===== src/hw/rtl/vbfd_pkg.sv =====
package vbfd_pkg;

  // varint prefix bytes
  localparam logic [7:0] SMALL_MAX = 8'hFC;
  localparam logic [7:0] PFX_TWO   = 8'hFD;
  localparam logic [7:0] PFX_FOUR  = 8'hFE;

  // trailing byte counts after a prefix
  localparam logic [3:0] VLEN_TWO   = 4'd2;
  localparam logic [3:0] VLEN_FOUR  = 4'd4;
  localparam logic [3:0] VLEN_EIGHT = 4'd8;

  // entry cap after reset
  localparam logic [12:0] ENTRY_CAP_RESET = 13'd1024;

  typedef enum logic [1:0] {
    PH_CHAN = 2'd0,
    PH_LEN  = 2'd1,
    PH_PAY  = 2'd2,
    PH_STOP = 2'd3
  } vbfd_phase_t;

  typedef enum logic [1:0] {
    ST_OK    = 2'd0,
    ST_TRUNC = 2'd1,
    ST_WIDE  = 2'd2,
    ST_CAP   = 2'd3
  } vbfd_status_t;

  // one input beat
  typedef struct packed {
    logic [7:0] data_byte;
    logic       frame_end;
  } vbfd_beat_t;

  // one result beat plus its presence flag
  typedef struct packed {
    logic         has_result;
    logic [7:0]   payload_byte;
    logic         byte_valid;
    logic [31:0]  channel;
    logic         message_first;
    logic         message_last;
    logic         frame_done;
    vbfd_status_t frame_status;
  } vbfd_result_t;

endpackage


===== src/hw/rtl/vbfd_in_stage.sv =====
module vbfd_in_stage
  import vbfd_pkg::*;
(
  input  logic       clk,
  input  logic       rst_n,
  input  logic       in_valid,
  output logic       in_ready,
  input  logic [7:0] in_data_byte,
  input  logic       in_frame_end,
  input  logic       take,
  output logic       beat_valid,
  output vbfd_beat_t beat
);

  logic       valid_r;
  vbfd_beat_t beat_r;

  // accept when empty or when the held beat moves on this cycle
  assign in_ready   = !valid_r || take;
  assign beat_valid = valid_r;
  assign beat       = beat_r;

  // input register
  always_ff @(posedge clk) begin
    if (!rst_n) begin
      valid_r <= 1'b0;
    end else if (in_ready) begin
      valid_r <= in_valid;
    end
  end

  always_ff @(posedge clk) begin
    if (in_ready && in_valid) begin
      beat_r.data_byte <= in_data_byte;
      beat_r.frame_end <= in_frame_end;
    end
  end

endmodule


===== src/hw/rtl/vbfd_core.sv =====
module vbfd_core
  import vbfd_pkg::*;
(
  input  logic         clk,
  input  logic         rst_n,
  input  vbfd_beat_t   beat,
  input  logic         advance,
  input  logic         cfg_valid,
  input  logic [12:0]  cfg_max_entries,
  output vbfd_result_t res
);

  vbfd_phase_t  phase_r, phase_nxt;
  logic [3:0]   left_r, left_nxt;
  logic [2:0]   pos_r, pos_nxt;
  logic [63:0]  accum_r, accum_nxt;
  logic [31:0]  chan_r, chan_nxt;
  logic [63:0]  pay_left_r, pay_left_nxt;
  logic         first_r, first_nxt;
  logic [12:0]  count_r, count_nxt;
  vbfd_status_t err_r, err_nxt;
  logic [12:0]  max_entries_r;

  vbfd_status_t err_upd;
  logic [7:0]   b;
  logic         fe;
  logic         vi_start, vi_small, vi_done;
  logic [63:0]  vi_lanes, vi_value;
  logic [3:0]   vi_len;
  logic [13:0]  count_inc;
  logic         cap_hit;
  logic         pay_end;

  assign b  = beat.data_byte;
  assign fe = beat.frame_end;

  // varint byte decode
  assign vi_start = (left_r == 4'd0);
  assign vi_small = (b <= SMALL_MAX);
  assign vi_done  = vi_start ? vi_small : (left_r == 4'd1);
  assign vi_len   = (b == PFX_TWO) ? VLEN_TWO : (b == PFX_FOUR) ? VLEN_FOUR : VLEN_EIGHT;

  // drop the new byte into its little-endian lane
  always_comb begin
    for (int i = 0; i < 8; i++) begin
      vi_lanes[i*8 +: 8] = (pos_r == 3'(i)) ? b : accum_r[i*8 +: 8];
    end
  end

  assign vi_value  = vi_start ? {56'd0, b} : vi_lanes;
  assign count_inc = {1'b0, count_r} + 14'd1;
  assign cap_hit   = (count_inc > {1'b0, max_entries_r});
  assign pay_end   = (pay_left_r == 64'd1);

  // next state
  always_comb begin
    vbfd_phase_t ph;
    logic [3:0]  left;
    logic [2:0]  pos;
    logic [63:0] acc;
    logic [31:0] chan;
    logic [63:0] pl;
    logic        first;
    logic [12:0] cnt;
    logic        feed;

    ph      = phase_r;
    left    = left_r;
    pos     = pos_r;
    acc     = accum_r;
    chan    = chan_r;
    pl      = pay_left_r;
    first   = first_r;
    cnt     = count_r;
    feed    = 1'b0;
    err_upd = err_r;

    unique case (phase_r)
      PH_CHAN: begin
        feed = 1'b1;
        if (vi_done) begin
          if (|vi_value[63:32]) begin
            err_upd = ST_WIDE;
            ph      = PH_STOP;
          end else begin
            chan = vi_value[31:0];
            ph   = PH_LEN;
          end
        end
      end
      PH_LEN: begin
        if (vi_start && cap_hit) begin
          err_upd = ST_CAP;
          ph      = PH_STOP;
        end else begin
          if (vi_start) begin
            cnt = count_inc[12:0];
          end
          feed = 1'b1;
          if (vi_done) begin
            if (vi_value == 64'd0) begin
              ph = PH_CHAN;
            end else if (fe) begin
              err_upd = ST_TRUNC;
              ph      = PH_STOP;
            end else begin
              pl    = vi_value;
              first = 1'b1;
              ph    = PH_PAY;
            end
          end
        end
      end
      PH_PAY: begin
        first = 1'b0;
        pl    = pay_left_r - 64'd1;
        if (pay_end) begin
          ph = PH_LEN;
        end else if (fe) begin
          err_upd = ST_TRUNC;
          ph      = PH_STOP;
        end
      end
      PH_STOP: begin
      end
    endcase

    // varint shift state
    if (feed) begin
      if (vi_start) begin
        if (!vi_small) begin
          left = vi_len;
          acc  = 64'd0;
          pos  = 3'd0;
        end
      end else begin
        acc  = vi_lanes;
        pos  = pos_r + 3'd1;
        left = left_r - 4'd1;
      end
    end

    // frame end clears everything but the cap
    if (fe) begin
      phase_nxt    = PH_CHAN;
      left_nxt     = 4'd0;
      pos_nxt      = 3'd0;
      accum_nxt    = 64'd0;
      chan_nxt     = 32'd0;
      pay_left_nxt = 64'd0;
      first_nxt    = 1'b0;
      count_nxt    = 13'd0;
      err_nxt      = ST_OK;
    end else begin
      phase_nxt    = ph;
      left_nxt     = left;
      pos_nxt      = pos;
      accum_nxt    = acc;
      chan_nxt     = chan;
      pay_left_nxt = pl;
      first_nxt    = first;
      count_nxt    = cnt;
      err_nxt      = err_upd;
    end
  end

  // result for this beat
  always_comb begin
    res              = '0;
    res.frame_status = ST_OK;
    unique case (phase_r) inside
      PH_PAY: begin
        res.has_result    = 1'b1;
        res.byte_valid    = 1'b1;
        res.payload_byte  = b;
        res.channel       = chan_r;
        res.message_first = first_r;
        res.message_last  = pay_end;
      end
      PH_CHAN, PH_LEN, PH_STOP: begin
      end
    endcase
    if (fe) begin
      res.has_result   = 1'b1;
      res.frame_done   = 1'b1;
      res.frame_status = err_upd;
    end
  end

  // decoder state
  always_ff @(posedge clk) begin
    if (!rst_n) begin
      phase_r    <= PH_CHAN;
      left_r     <= 4'd0;
      pos_r      <= 3'd0;
      accum_r    <= 64'd0;
      chan_r     <= 32'd0;
      pay_left_r <= 64'd0;
      first_r    <= 1'b0;
      count_r    <= 13'd0;
      err_r      <= ST_OK;
    end else if (advance) begin
      phase_r    <= phase_nxt;
      left_r     <= left_nxt;
      pos_r      <= pos_nxt;
      accum_r    <= accum_nxt;
      chan_r     <= chan_nxt;
      pay_left_r <= pay_left_nxt;
      first_r    <= first_nxt;
      count_r    <= count_nxt;
      err_r      <= err_nxt;
    end
  end

  // entry cap register
  always_ff @(posedge clk) begin
    if (!rst_n) begin
      max_entries_r <= ENTRY_CAP_RESET;
    end else if (cfg_valid) begin
      max_entries_r <= cfg_max_entries;
    end
  end

endmodule


===== src/hw/rtl/vbfd_out_stage.sv =====
module vbfd_out_stage
  import vbfd_pkg::*;
(
  input  logic         clk,
  input  logic         rst_n,
  input  logic         beat_valid,
  input  vbfd_result_t res,
  output logic         load_ok,
  output logic         out_valid,
  input  logic         out_ready,
  output logic [7:0]   out_payload_byte,
  output logic         out_byte_valid,
  output logic [31:0]  out_channel,
  output logic         out_message_first,
  output logic         out_message_last,
  output logic         out_frame_done,
  output logic [1:0]   out_frame_status
);

  logic         valid_r;
  vbfd_result_t res_r;

  // result register takes a new beat when empty or being drained
  assign load_ok = !valid_r || out_ready;

  always_ff @(posedge clk) begin
    if (!rst_n) begin
      valid_r <= 1'b0;
    end else if (load_ok) begin
      valid_r <= beat_valid && res.has_result;
    end
  end

  always_ff @(posedge clk) begin
    if (load_ok) begin
      res_r <= res;
    end
  end

  // port fields
  assign out_valid         = valid_r;
  assign out_payload_byte  = res_r.payload_byte;
  assign out_byte_valid    = res_r.byte_valid;
  assign out_channel       = res_r.channel;
  assign out_message_first = res_r.message_first;
  assign out_message_last  = res_r.message_last;
  assign out_frame_done    = res_r.frame_done;
  assign out_frame_status  = res_r.frame_status;

endmodule


===== src/hw/rtl/varint_batch_frame_deframer_unit.sv =====
// Batch frame deframer: takes a frame body one byte per beat on the in_
// channel (in_frame_end marks the frame's last byte), decodes the channel id
// and length varints, and streams payload bytes on the out_ channel tagged
// with their channel and message first/last marks. Every frame-end byte
// gives one out_ beat with out_frame_done set and the frame status
// (0 ok, 1 message truncated, 2 channel id too wide, 3 entry cap exceeded).
// Header and length bytes give no out_ beat unless they end the frame.
// An accepted byte sits in the input register, is decoded combinationally,
// and its result, if any, raises out_valid once the result register loads it.
// Throughput: one byte per cycle while the result register is not stalled,
// set by the combinational decode between the input and result registers.
// A stalled out_ready holds the result register; the input register still
// takes one more byte, then in_ready drops until the result drains.
// Reset clears the decoder to "expect channel id", empties both registers
// and loads the entry cap with 1024. cfg_max_entries is written on any cfg_valid beat
// (cfg_ready is always high); the user must do so only while the block is idle, which the block does not check.
module varint_batch_frame_deframer_unit
  import vbfd_pkg::*;
(
  input  logic        clk,
  input  logic        rst_n,
  input  logic        in_valid,
  output logic        in_ready,
  input  logic [7:0]  in_data_byte,
  input  logic        in_frame_end,
  output logic        out_valid,
  input  logic        out_ready,
  output logic [7:0]  out_payload_byte,
  output logic        out_byte_valid,
  output logic [31:0] out_channel,
  output logic        out_message_first,
  output logic        out_message_last,
  output logic        out_frame_done,
  output logic [1:0]  out_frame_status,
  input  logic        cfg_valid,
  output logic        cfg_ready,
  input  logic [12:0] cfg_max_entries
);

  logic         beat_valid;
  vbfd_beat_t   beat;
  logic         load_ok;
  logic         advance;
  vbfd_result_t res;

  assign cfg_ready = 1'b1;
  assign advance   = beat_valid && load_ok;

  // input register
  vbfd_in_stage u_in (
    .clk          (clk),
    .rst_n        (rst_n),
    .in_valid     (in_valid),
    .in_ready     (in_ready),
    .in_data_byte (in_data_byte),
    .in_frame_end (in_frame_end),
    .take         (load_ok),
    .beat_valid   (beat_valid),
    .beat         (beat)
  );

  // varint and message decode
  vbfd_core u_core (
    .clk             (clk),
    .rst_n           (rst_n),
    .beat            (beat),
    .advance         (advance),
    .cfg_valid       (cfg_valid),
    .cfg_max_entries (cfg_max_entries),
    .res             (res)
  );

  // result register
  vbfd_out_stage u_out (
    .clk               (clk),
    .rst_n             (rst_n),
    .beat_valid        (beat_valid),
    .res               (res),
    .load_ok           (load_ok),
    .out_valid         (out_valid),
    .out_ready         (out_ready),
    .out_payload_byte  (out_payload_byte),
    .out_byte_valid    (out_byte_valid),
    .out_channel       (out_channel),
    .out_message_first (out_message_first),
    .out_message_last  (out_message_last),
    .out_frame_done    (out_frame_done),
    .out_frame_status  (out_frame_status)
  );

endmodule


===== config.mk =====
export PLATFORM = sky130hd
export DESIGN_NAME = varint_batch_frame_deframer_unit
export DESIGN_NICKNAME = d
export VERILOG_FILES = /design/src/hw/rtl/vbfd_pkg.sv /design/src/hw/rtl/vbfd_in_stage.sv /design/src/hw/rtl/vbfd_core.sv /design/src/hw/rtl/vbfd_out_stage.sv /design/src/hw/rtl/varint_batch_frame_deframer_unit.sv
export SDC_FILE = /design/constraint.sdc
export NUM_CORES = 1
export LEC_CHECK = 0
export ABC_AREA = 1
export BUFFER_PORTS_ARGS = -buffer_cell sky130_fd_sc_hd__buf_2
export CAP_MARGIN = 10
export CELL_PAD_IN_SITES_DETAIL_PLACEMENT = 1
export CELL_PAD_IN_SITES_GLOBAL_PLACEMENT = 1
export CORE_UTILIZATION = 48
export CTS_CLUSTER_SIZE = 30
export DETAILED_ROUTE_END_ITERATION = 7
export GPL_ROUTABILITY_DRIVEN = 0
export HOLD_SLACK_MARGIN = 0.08
export PLACE_DENSITY_LB_ADDON = 0.1
export SLEW_MARGIN = 40
export SYNTH_ARGS = -nofsm -noshare
export SYNTH_HDL_FRONTEND = slang
export SYNTH_SLANG_ARGS = --single-unit

===== constraint.sdc =====
create_clock -name clk -period 6.3 [get_ports clk]
set_clock_uncertainty 0.2 [all_clocks]
set_input_delay 0.63 -clock clk [delete_from_list [all_inputs] [get_ports clk]]
set_output_delay 0.63 -clock clk [all_outputs]
set_load 0.02 [all_outputs]

==> results of run 1 <==
cell type report:
| type | count | area, um^2 | share of cell area |
|---|---|---|---|
| Clock buffer | 39 | 857 | 0.0545 |
| Clock inverter | 16 | 233 | 0.0148 |
| Multi-Input combinational cell | 1498 | 7110 | 0.452 |
| Sequential cell | 255 | 5660 | 0.360 |
| Inverter | 211 | 797 | 0.0507 |
| Tap cell | 384 | 480 | 0.0305 |
| Timing Repair Buffer | 100 | 602 | 0.0383 |
where the power goes:
group | internal [mW] | leakage [nW] | switching (mW)
registers | 1.77 | 2.27 | 0.0771
logic | 0.288 | 4.46 | 0.760
clock network | 1.17 | 0.521 | 0.750
repair_timing:
| action | in CTS | in global routing |
|---|---|---|
| buffers inserted | 0 | 0 |
| endpoints found under the hold margin | 11 | 0 |
| hold buffers | 12 | 0 |
per-stage QoR:
stage | hold slack, ns | setup slack [ns] | utilization | instance area [um^2]
after floorplan | 0.224 | 3.13 | - | 14100
after global placement | 0.236 | 2.15 | 0.504 | 14500
after detailed placement | 0.251 | 2.12 | 0.504 | 14500
after CTS | 0.138 | 2.02 | 0.546 | 15700
after global routing | 0.147 | 1.65 | 0.547 | 15700
final | 0.157 | 1.99 | 0.547 | 15700
cells by family after synthesis:
family,Yosys count,synth area share
xor gates and xnor gates,26,0.0161
AOI/OAI and AO/OA,450,0.175
DFF,255,0.401
and+or+nand+nor,992,0.286
adders and majority gates,29,0.0257
buffers and inverters,324,0.0962
other,1,0.000266
path summary, 6_finish.rpt:
kind	to	slack, ns	depth (start not counted)
max reg2reg	u_core.pay_left_r[9]	1.99	17
min reg2reg	u_core.accum_r[10]	0.26	2
max	u_core.pay_left_r[9]	1.99	17
min	u_core.max_entries_r[7]	0.16	3
sequential cells by signal (all words and copies together) (netlist names), 2 cells and up:
| register | cells |
|---|---|
| u_out.out_frame_status | 2 |
| u_core.chan_r | 32 |
| u_in.beat | 9 |
| u_core.accum_r | 64 |
| u_core.left_r | 4 |
| u_core.count_r | 13 |
| u_core.max_entries_r | 13 |
| u_out.out_channel | 32 |
| u_core.err_r | 2 |
| u_core.pay_left_r | 64 |
| u_out.out_payload_byte | 8 |
| u_core.phase_r | 2 |
| u_core.pos_r | 3 |
worst max-delay path, stage by stage, from the launching register on:
cell and delay, ns:
dfxtp_1 0.34, inv_1 0.17, ha_1 0.30, nand3_2 0.39
clkinv_1 0.45, nand2_1 0.12, nand2_1 0.20, nand2_1 0.08
nor2_1 0.11, nand2_1 0.07, nor2_1 0.33, nand3_2 0.17
nand3_1 0.09, nand2_1 0.06, nand2_2 0.09, buf_4 0.58
o21ai_0 0.23, a21oi_1 0.19
routing by layer:
| metal | wire length, um | share of wire | up-vias |
|---|---|---|---|
| met5 | 0 | 0 | - |
| met4 | 2370 | 0.048 | 0 |
| met3 | 2240 | 0.045 | 121 |
| met2 | 23600 | 0.47 | 384 |
| met1 | 21600 | 0.43 | 6975 |
| li1 | - | - | 6819 |
layout by cell type (no fill, tap or decap), types with 28 or more instances in the layout:
| cell | n |
|---|---|
| edfxtp_1 | 55 |
| ha_1 | 28 |
| clkbuf_16 | 32 |
| nand2_1 | 492 |
| o21ai_0 | 183 |
| buf_2 | 73 |
| dfxtp_1 | 199 |
| a21oi_1 | 160 |
| nor2_1 | 327 |
| inv_1 | 199 |
| nand3_1 | 91 |
==> metrics.md, run 1 <==
| Metric | Value |
|---|---|
| Met1 global-route usage | 0.409 |
| Met3 GRT Util | 0.0414 |
| Port bufs | 74 |
| Share of post-route cells with drive strength above 1 | 0.0812 |
| Final min period | 4.31 ns |
| Rows | 62 |
| Endpoints failing setup | 0 |
| Wire per inst | 19.9 um |
| Yosys warns | 0 |
| Largest net degree at the start of global routing | 87 |
| Post-synth top area share | 0.284 |
| Critical Path End Type | register |
| Diode count | 0 |
| Die area | 30,100 um^2 |
| PwrDens | 306 nW/um^2 |
| Met2 global-route usage | 0.565 |
| CTS resizes | 0 |
| Main synth FF type | dfxtp_1 |
| CTS root buf | clkbuf_16 |
| First-pass GRT wire length | 78.8 mm |
| P_leak | 7.25 nW |
| Worst-path clk slew | 0.07 ns |
| CTS tree | done |
| Worst skew pair latency | 0.58 ns |
| Num CTS Buffers | 30 |
| Cell with the most instances after synthesis | nand2_1 |
| Mapped Area | 14,100 um^2 |
| # IOs | 76 |
| Tot GR Track Use | 0.329 |
| Worst Max-Slew Pin Slew | 0.840 ns |
| Htree depth | 1 |
| RSZ-0062 raised after global routing | false |
| Critical R2R Launch | u_core.left_r[0] |
| Final Max Slew Viols | 0 |
| Most Used Layer, Global Route | met2 |
| Endpoints failing hold | 0 |
| Drc violations | 0 |
| Total power | 4.81 mW |
| Initial antenna violation count | 0 |
| Setup Total Neg Slack | 0 ns |
| Max-cap violation count | 0 |
| Dpl hpwl | 33.2 mm |
| Final wirelength | 49.8 mm |
| FF+latch count, synth | 255 |
| Run status | complete, no violations |
| Mapped Nets | 2,133 |
| Worst VDD drop | 0.000199 V |
| Die height | 173 um |
| Die Wd | 173 um |
| Initial core utilization | 0.490 |
| Yosys cell types | 49 |
| P&R area growth vs syn | 11.6% |
| Fmax | 232 MHz |
| Vias | 14,299 |
| CP Launch Point | u_core.left_r[0] |
| Antenna-violating nets left | 0 |
| Sequential share of the synthesized area | 0.401 |
| Hold WC Path Type | input pin to register |
| Synth area leader | dfxtp_1 |
| Avg Inst Size Synth | 6.79 um^2 |
| Critical Path AT | 4.61 ns |
| Area contributors post-synth | dfxtp_1 (28%), nand2_1 (13%), edfxtp_1 (12%) |
| Post-DR vias/cell | 5.71 |
| Hold Path Origin | cfg_max_entries[7] |
| Post-synth EDFFs | 55 |
| Congestion Overflow GR | 0 |
| Synth Instances | 2,077 |
| Relative slew slack | 0.440 |
| Vias in the first global route | 14,645 |
| Commonest cells post-synth | nand2_1 (492), nor2_1 (329), dfxtp_1 (200), inv_1 (200), o21ai_0 (183) |
| Router iterations before antenna repair | 5 |
| Final cell count without fillers | 2,503 |
| WP data required | 6.60 ns |
| Fillers | 3,802 |
| Longest Clk Path Bufs | 3 |
| Core area | 28,800 um^2 |
| Clk sinks | 255 |
| Kind of critical path | register to register |
| First DRT Iteration DRCs | 1,102 |
| Share of flip-flops with an asynchronous set or reset | 0 |
| Placed cells | 2,436 |
| # nets final | 2,152 |
| CP Launch Type | register |
| Fin crit share | 0.684 |
| Critical path fanouts, max | 64 |
Note: power is estimated with default switching activity, not from simulation.
==> inputs of run 2 (changes only) <==
Settings changed: ABC_AREA 1 to 0, CORE_UTILIZATION 48 to 43.
Clock period 6.3 ns to 3.46 ns, I/O delays scaled along.
==> run 2 against run 1 <==
  * The flow now finishes with violations (setup timing)
  * Clock power is 81% higher
  * Maximum frequency is 13% higher
  * Worst hold slack worse by 0.055 ns
  * Critical path depth is 3 lower
  * Synthesized cell count is 21% lower
  * Critical endpoint is now u_core.pay_left_r[29]
  * Largest power group unchanged
==> metrics.md, run 2 <==
| Metric | Value |
|---|---|
| Run status | finished with violations (was complete, no violations) |
| Violated checks | setup timing |
| Core area | 31,600 um^2 (was 28,800 um^2) |
| Clk pwr share | 0.444 (was 0.398) |
| Kind of critical path | register to register (unchanged) |
| Endpoints failing hold | 0 (unchanged) |
| Worst skew pair latency | 0.58 ns (about the same) |
| Fmax | 263 MHz (was 232 MHz) |
| Final cell count without fillers | 2,277 (was 2,503) |
| Post-synth EDFFs | 55 (unchanged) |
| Die area | 33,000 um^2 (was 30,100 um^2) |
| Clk sinks | 255 (unchanged) |
| # IOs | 76 (unchanged) |
| Synth area leader | dfxtp_1 (unchanged) |
| Most frequent cells in the layout | nand2_1 (202), dfxtp_1 (194), nor2_1 (159) (was nand2_1 (492), nor2_1 (327), inv_1 (199), dfxtp_1 (199), o21ai_0 (183)) |
| Router iterations before antenna repair | 5 (unchanged) |
| Critical Path End Type | register (unchanged) |
| Sequential share of the synthesized area | 0.407 (was 0.401) |
| Switching power | 2.14 mW (was 1.59 mW) |
| Area contributors post-synth | dfxtp_1 (29%), edfxtp_1 (12%), nand2_1 (5.5%) (was dfxtp_1 (28%), nand2_1 (13%), edfxtp_1 (12%)) |
| CTS root buf | clkbuf_16 (unchanged) |
| XOR/XNOR Fraction of Synth Area | 0.0139 (was 0.0161) |
| Port bufs | 74 (unchanged) |
| Share of post-route cells with drive strength above 1 | 0.239 (was 0.0812) |
| Worst-path clk slew | 0.06 ns (was 0.07 ns) |
| FF+latch count, synth | 255 (unchanged) |
| Dpl hpwl | 36.1 mm (was 33.2 mm) |
| Tot GR Track Use | 0.321 (was 0.329) |
| # nets final | 1,906 (was 2,152) |
| Avg Inst Size Synth | 8.44 um^2 (was 6.79 um^2) |
| Mapped Nets | 1,702 (was 2,133) |
| Hold WC Path Type | input pin to register (unchanged) |
| Mapped Area | 13,900 um^2 (was 14,100 um^2) |
| P&R area growth vs syn | 30.0% (was 11.6%) |
| WHS | 0.102 ns (was 0.157 ns) |
| Largest net degree at the start of global routing | 104 (was 87) |
| CP peak stage delay | 0.57 ns (was 0.58 ns) |
| Sequence of cells on the critical path | and4_4, nand4_1, buf_4, xnor2_1, ha_1, nand4_1, buf_4, nor4_4, o41ai_2, o311a_1, a2111o_2, nand2_4, clkbuf_16, a221oi_2 (was inv_1, ha_1, nand3_2, clkinv_1, nand2_1, nand2_1, nand2_1, nor2_1, nand2_1, nor2_1, nand3_2, nand3_1, nand2_1, nand2_2, buf_4, o21ai_0, a21oi_1) |
| PnR worst setup slack | -0.345 ns (was 1.99 ns) |
| Final Max Slew Viols | 0 (unchanged) |
| Yosys warns | 0 (unchanged) |
| Fin crit share | 1.10 (was 0.684) |
| Multiplexer share of the synthesized area | 0.0559 (was 0) |
| First-pass GRT wire length | 83.2 mm (was 78.8 mm) |
| Htree depth | 1 (unchanged) |
| Yosys cell types | 84 (was 49) |
| Switching Fraction | 0.274 (was 0.330) |
| RSZ-0062 raised after global routing | true (was false) |
| Wire per inst | 24.1 um (was 19.9 um) |
| Share of flip-flops with an asynchronous set or reset | 0 (unchanged) |
| Worst Max-Slew Pin Slew | 0.823 ns (was 0.840 ns) |
| Initial antenna violation count | 0 (unchanged) |
| Die Wd | 182 um (was 173 um) |
| Sequential share of power | 0.405 (was 0.384) |
| Post-synth top area share | 0.288 (was 0.284) |
| WP data required | 3.69 ns (was 6.60 ns) |
| Vias in the first global route | 14,525 (was 14,645) |
| Top Registers | u_core.accum_r x64, u_core.pay_left_r x64 (unchanged) |
| Endpoints failing setup | 153 (was 0) |
| PwrDens | 433 nW/um^2 (was 306 nW/um^2) |
| Die height | 182 um (was 173 um) |
| Final wirelength | 55.0 mm (was 49.8 mm) |
| Max-cap violation count | 0 (unchanged) |
| Worst slack at placement | -0.355 ns (was 2.12 ns) |
| Worst VDD drop | 0.000393 V (was 0.000199 V) |
| Cell with the most instances after synthesis | nand2_1 (unchanged) |
| Slowest-stage cell, CP | a2111o_2 (was buf_4) |
| Initial core utilization | 0.439 (was 0.490) |
| Drc violations | 0 (unchanged) |
| Rows | 65 (was 62) |
| Synth Instances | 1,646 (was 2,077) |
| Gate power share | 0.151 (was 0.218) |
| Critical path fanouts, max | 14 (was 64) |
| Congestion Overflow GR | 0 (unchanged) |
| CTS tree | done (unchanged) |
| Most common cell after layout, fill and taps aside | nand2_1 (unchanged) |
| Num CTS Buffers | 30 (unchanged) |
| Final min period | 3.81 ns (was 4.31 ns) |
| Antenna-violating nets left | 0 (unchanged) |
| P_leak | 6.77 nW (was 7.25 nW) |
| Synth Area in Simple Gates | 0.216 (was 0.286) |
| Longest Clk Path Bufs | 3 (unchanged) |
| Main combinational cell family by area after synthesis | compound AO/OA/AOI/OAI gates (was simple AND/OR/NAND/NOR gates) |
| Compound-Gate Fraction of Synth Area | 0.226 (was 0.175) |
| Main synth FF type | dfxtp_1 (unchanged) |
| Placed cells | 2,153 (was 2,436) |
| Relative slew slack | 0.446 (was 0.440) |
| Synth Area in Adders | 0.0261 (was 0.0257) |
| Critical Path AT | 4.03 ns (was 4.61 ns) |
| Post-DR vias/cell | 6.19 (was 5.71) |
| Vias | 14,084 (was 14,299) |
| Internal | 5.68 mW (was 3.22 mW) |
| Commonest cells post-synth | nand2_1 (204), dfxtp_1 (200), nor2_1 (167) (was nand2_1 (492), nor2_1 (329), dfxtp_1 (200), inv_1 (200), o21ai_0 (183)) |
| First DRT Iteration DRCs | 992 (was 1,102) |
| CP Launch Type | register (unchanged) |
-- run 2: cell types whose count changed after synthesis, moves of 57 or more --
| cell | delta |
|---|---|
| o21ai_0 | -57 |
| nand2_1 | -288 |
| inv_1 | -147 |
| nor2_1 | -162 |
| mux2i_1 | +75 |
| a21oi_1 | -83 |
-- run 2: power groups by stage --
stage               logic, mW  clock network (mW)  registers, mW
finish                   1.18                3.47           3.17
global route             1.26                3.62           3.18
CTS                      1.10                3.50           3.17
detailed placement       1.01                   0           3.23
global placement        0.989                   0           3.23
floorplan               0.611                   0           3.23
-- run 2: stage by stage --
step | power, mW | area, um^2 | setup TNS (ns) | util
5_1_grt | 8.06 | 18100 | -46.39 | 0.571
6_report | 7.82 | 18100 | -29.18 | 0.571
4_1_cts | 7.77 | 17600 | -9.05 | 0.556
3_3_place_gp | 4.22 | 15700 | -12.68 | 0.496
2_1_floorplan | 3.84 | 14000 | -6.07 | -
3_5_place_dp | 4.24 | 15700 | -28.93 | 0.496
-- run 2: per-layer routing --
| layer | wire length [um] | share of wire | track usage | up-vias |
|---|---|---|---|---|
| met3 | 3140 | 0.057 | 0.0389 | 147 |
| met2 | 26200 | 0.48 | 0.549 | 501 |
| met5 | 0 | 0 | 0 | - |
| li1 | - | - | - | 6449 |
| met1 | 22500 | 0.41 | 0.398 | 6987 |
| met4 | 3090 | 0.056 | 0.165 | 0 |
-- run 2: final timing paths --
path | cells after the start | from | slack, ns | end
worst max register to register | 14 | u_core.count_r[1] | -0.35 | u_core.pay_left_r[29]
worst max-delay path | 14 | u_core.count_r[1] | -0.35 | u_core.pay_left_r[29]
worst min register to register | 2 | u_core.chan_r[19] | 0.25 | u_core.chan_r[19]
worst min-delay path | 3 | cfg_valid | 0.10 | u_core.max_entries_r[3]
-- run 2: kinds of logic (layout without fill, tap and decap cells) --
| kind of cell | Yosys count | after routing |
|---|---|---|
| fa+ha+maj | 29 | 29 |
| xor+xnor | 22 | 22 |
| mux | 77 | 77 |
| compound gates | 442 | 442 |
| buf+inv | 186 | 414 |
| other cells | 1 | 2 |
| flops | 255 | 255 |
| simple gates | 634 | 634 |
-- run 2: repair_timing --
action	in CTS	in global routing
setup endpoints to repair	180	186
cloned	3	6
hold endpoints to repair	31	0
setup buffers	15	12
hold buffers	36	0
pin swaps	42	33
gates resized for setup	87	58
-- run 2: layout make-up --
type	count	area, um^2
clock buffers	40	798
diodes	1	2.50
multi-input cells	1205	8060
clock inverters	16	263
flip-flops and latches	255	5670
fillers	3622	13600
inverters	54	208
repair buffers	304	2560
well taps	402	503
-- run 2: worst max-delay path: cells and delay by family (launching register included) --
kind	cells	cell delay (ns)
AO/OA/AOI/OAI	4	0.96
flip-flops	1	0.37
adder cells (fa/ha/maj)	1	0.32
buffers and inverters	3	0.61
AND/OR/NAND/NOR	5	1.02
XOR/XNOR	1	0.16
==> inputs of run 3 (changes only) <==
Settings changed: ABC_AREA 0 to 1, CAP_MARGIN 10 to 0, CORE_UTILIZATION 43 to 40.
==> run 3 against run 2 <==
  * The run now ends clean
  * Register-to-register slack improved by 0.36 ns
  * Combinational power rose by 85%
  * Clock-buffer cell count shrank 5
  * Worst setup slack improved by 0.36 ns
  * Critical endpoint is now u_core.pay_left_r[9]
==> metrics.md, run 3 (synthesized netlist as in run 1, its figures left out) <==
| Metric | Value |
|---|---|
| Most frequent cells in the layout | nand2_1 (482), nor2_1 (323), inv_1 (198) (was nand2_1 (202), dfxtp_1 (194), nor2_1 (159)) |
| Internal | 6.04 mW (was 5.68 mW) |
| PwrDens | 531 nW/um^2 (was 433 nW/um^2) |
| Run status | complete, no violations (was finished with violations) |
| Worst VDD drop | 0.000395 V (was 0.000393 V) |
| P_leak | 7.83 nW (was 6.77 nW) |
| Initial core utilization | 0.407 (was 0.439) |
| Dpl hpwl | 35.2 mm (was 36.1 mm) |
| Post-DR vias/cell | 5.49 (was 6.19) |
| Largest net degree at the start of global routing | 79 (was 104) |
| Clk pwr share | 0.388 (was 0.444) |
| Max-cap violation count | 0 (unchanged) |
| First DRT Iteration DRCs | 1,020 (was 992) |
| Num CTS Buffers | 30 (unchanged) |
| Gate power share | 0.242 (was 0.151) |
| PnR worst setup slack | 0.0113 ns (was -0.345 ns) |
| Core Util, Final | 0.491 (was 0.571) |
| R2R setup slack | 0.01 ns (was -0.35 ns) |
| Critical path fanouts, max | 16 (was 14) |
| Worst r2r path cells | 20 (was 14) |
| Critical Path AT | 3.70 ns (was 4.03 ns) |
| Worst setup path end | u_core.pay_left_r[9] (was u_core.pay_left_r[29]) |
| Fmax | 290 MHz (was 263 MHz) |
| Longest Clk Path Bufs | 3 (unchanged) |
| Core area | 34,600 um^2 (was 31,600 um^2) |
| Tot GR Track Use | 0.288 (was 0.321) |
| Diode count | 0 (was 1) |
| Router iterations before antenna repair | 6 (was 5) |
| Final min period | 3.45 ns (was 3.81 ns) |
| Final wirelength | 54.2 mm (was 55.0 mm) |
| Die area | 36,000 um^2 (was 33,000 um^2) |
| Congestion Overflow GR | 0 (unchanged) |
| Worst Max-Slew Pin Slew | 0.718 ns (was 0.823 ns) |
| Endpoints failing setup | 0 (was 153) |
| CP Launch Type | register (unchanged) |
| # IOs | 76 (unchanged) |
| Die height | 190 um (was 182 um) |
| Clk sinks | 255 (unchanged) |
| Switching Fraction | 0.330 (was 0.274) |
| WP data required | 3.72 ns (was 3.69 ns) |
| Worst skew pair latency | 0.59 ns (was 0.58 ns) |
| Die Wd | 190 um (was 182 um) |
| Antenna-violating nets left | 0 (unchanged) |
| P&R area growth vs syn | 20.6% (was 30.0%) |
| Relative slew slack | 0.522 (was 0.446) |
| Port bufs | 74 (unchanged) |
| First-pass GRT wire length | 81.0 mm (was 83.2 mm) |
| CTS tree | done (unchanged) |
| Share of post-route cells with drive strength above 1 | 0.123 (was 0.239) |
| Sequential share of power | 0.370 (was 0.405) |
| CTS root buf | clkbuf_16 (unchanged) |
| Drc violations | 0 (unchanged) |
| Rows | 68 (was 65) |
| Switching power | 2.98 mW (was 2.14 mW) |
| Initial antenna violation count | 0 (unchanged) |
| Critical R2R Launch | u_core.count_r[1] (unchanged) |
| CP Launch Point | u_core.count_r[1] (unchanged) |
| Vias in the first global route | 14,556 (was 14,525) |
| Vias | 14,561 (was 14,084) |
| Worst-path clk slew | 0.06 ns (about the same) |
| Kind of critical path | register to register (unchanged) |
| Hold WC Path Type | input pin to register (unchanged) |
| Htree depth | 1 (unchanged) |
| Worst slack at placement | -0.178 ns (was -0.355 ns) |
| Endpoints failing hold | 0 (unchanged) |
| Final Max Slew Viols | 0 (unchanged) |
| # nets final | 2,231 (was 1,906) |
| Hold Path Origin | cfg_valid (unchanged) |
| Reg2reg end | u_core.pay_left_r[9] (was u_core.pay_left_r[29]) |
| Most common cell after layout, fill and taps aside | nand2_1 (unchanged) |
| Top Registers | u_core.accum_r x64, u_core.pay_left_r x64 (unchanged) |
| Wire per inst | 20.4 um (was 24.1 um) |
| Critical Path End Type | register (unchanged) |
| Fin crit share | 0.997 (was 1.10) |
[run 3: cell types whose count changed in the layout (fill, tap and decap cells not counted), moves of 22 or more]
cell	change
a21oi_1	+89
o21ai_0	+63
nor2_1	+164
a221oi_2	-22
and2_1	-41
nand2_1	+280
buf_4	-104
mux2i_1	-71
a32o_1	-22
o21ai_1	+24
nand3_1	+53
a32oi_1	-28
inv_1	+149
[run 3: how the worst min path moves through the flow]
| stage | to | cells past startpoint |
|---|---|---|
| CTS | u_core.max_entries_r[4] | 3 |
| detailed placement | u_core.accum_r[4] | 2 |
| global route | u_in.beat[6] | 2 |
| floorplan | u_core.accum_r[24] | 2 |
| global placement | u_core.accum_r[57] | 2 |
| finish | u_core.max_entries_r[1] | 3 |
[run 3: final cells by class]
class | instances | area [um^2]
fill | 4480 | 17600
multi-input combinational | 1498 | 7320
sequential | 255 | 5660
timing repair buffer | 178 | 1550
inverter | 211 | 825
clock buffer | 35 | 779
tap | 455 | 569
clock inverter | 21 | 289
timing repair inverter | 1 | 5.00
[run 3: routing by layer]
metal  vias up  share of wire  track usage
met3       106          0.042       0.0286
met5         -              0            0
met4         0          0.039        0.121
met1      7124           0.44        0.360
li1       6982              -            -
met2       349           0.48        0.505
[run 3: repair_timing]
action | CTS | global route
gates cloned | 2 | 11
hold buffers | 28 | 0
pin swaps | 0 | 18
gates resized for setup | 9 | 88
setup endpoints to repair | 91 | 180
endpoints found under the hold margin | 26 | 0
setup buffers | 0 | 7
[run 3: worst max-delay path, stage by stage (launching register included)]
cell and delay (ns):
dfxtp_4 0.37, ha_4 0.14, nand2_2 0.06, nor2_4 0.13, nand4_1 0.19, nor2_4 0.22
nand3_2 0.10, xnor2_2 0.17, ha_1 0.33, nand3_2 0.08, inv_2 0.09, nand2_2 0.06
nor2_2 0.13, a21oi_2 0.10, nand2_2 0.11, nand3_2 0.10, nand2_4 0.11, nand2_8 0.11
buf_12 0.21, o21ai_0 0.22, a21oi_1 0.08
[run 3: metrics by stage]
stage                     hold WS [ns]  setup TNS, ns  instances  area, um^2  total power [mW]
after floorplan                  0.224              0       2077       14100              4.71
after global placement           0.239        -0.0151       2550       15000              5.31
after detailed placement         0.247          -2.49       2550       15000              5.36
after CTS                        0.192       -0.00809       2636       16400              8.91
after global routing             0.277         -15.00       2654       17000              9.41
final                            0.223              0       2654       17000              9.03
[run 3: power by group through the flow]
| stage | clock network [mW] | registers, mW | logic (mW) |
|---|---|---|---|
| after floorplan | 0 | 3.40 | 1.32 |
| after global placement | 0 | 3.39 | 1.92 |
| after detailed placement | 0 | 3.40 | 1.96 |
| after CTS | 3.55 | 3.34 | 2.03 |
| after global routing | 3.65 | 3.36 | 2.39 |
| final | 3.50 | 3.34 | 2.18 |
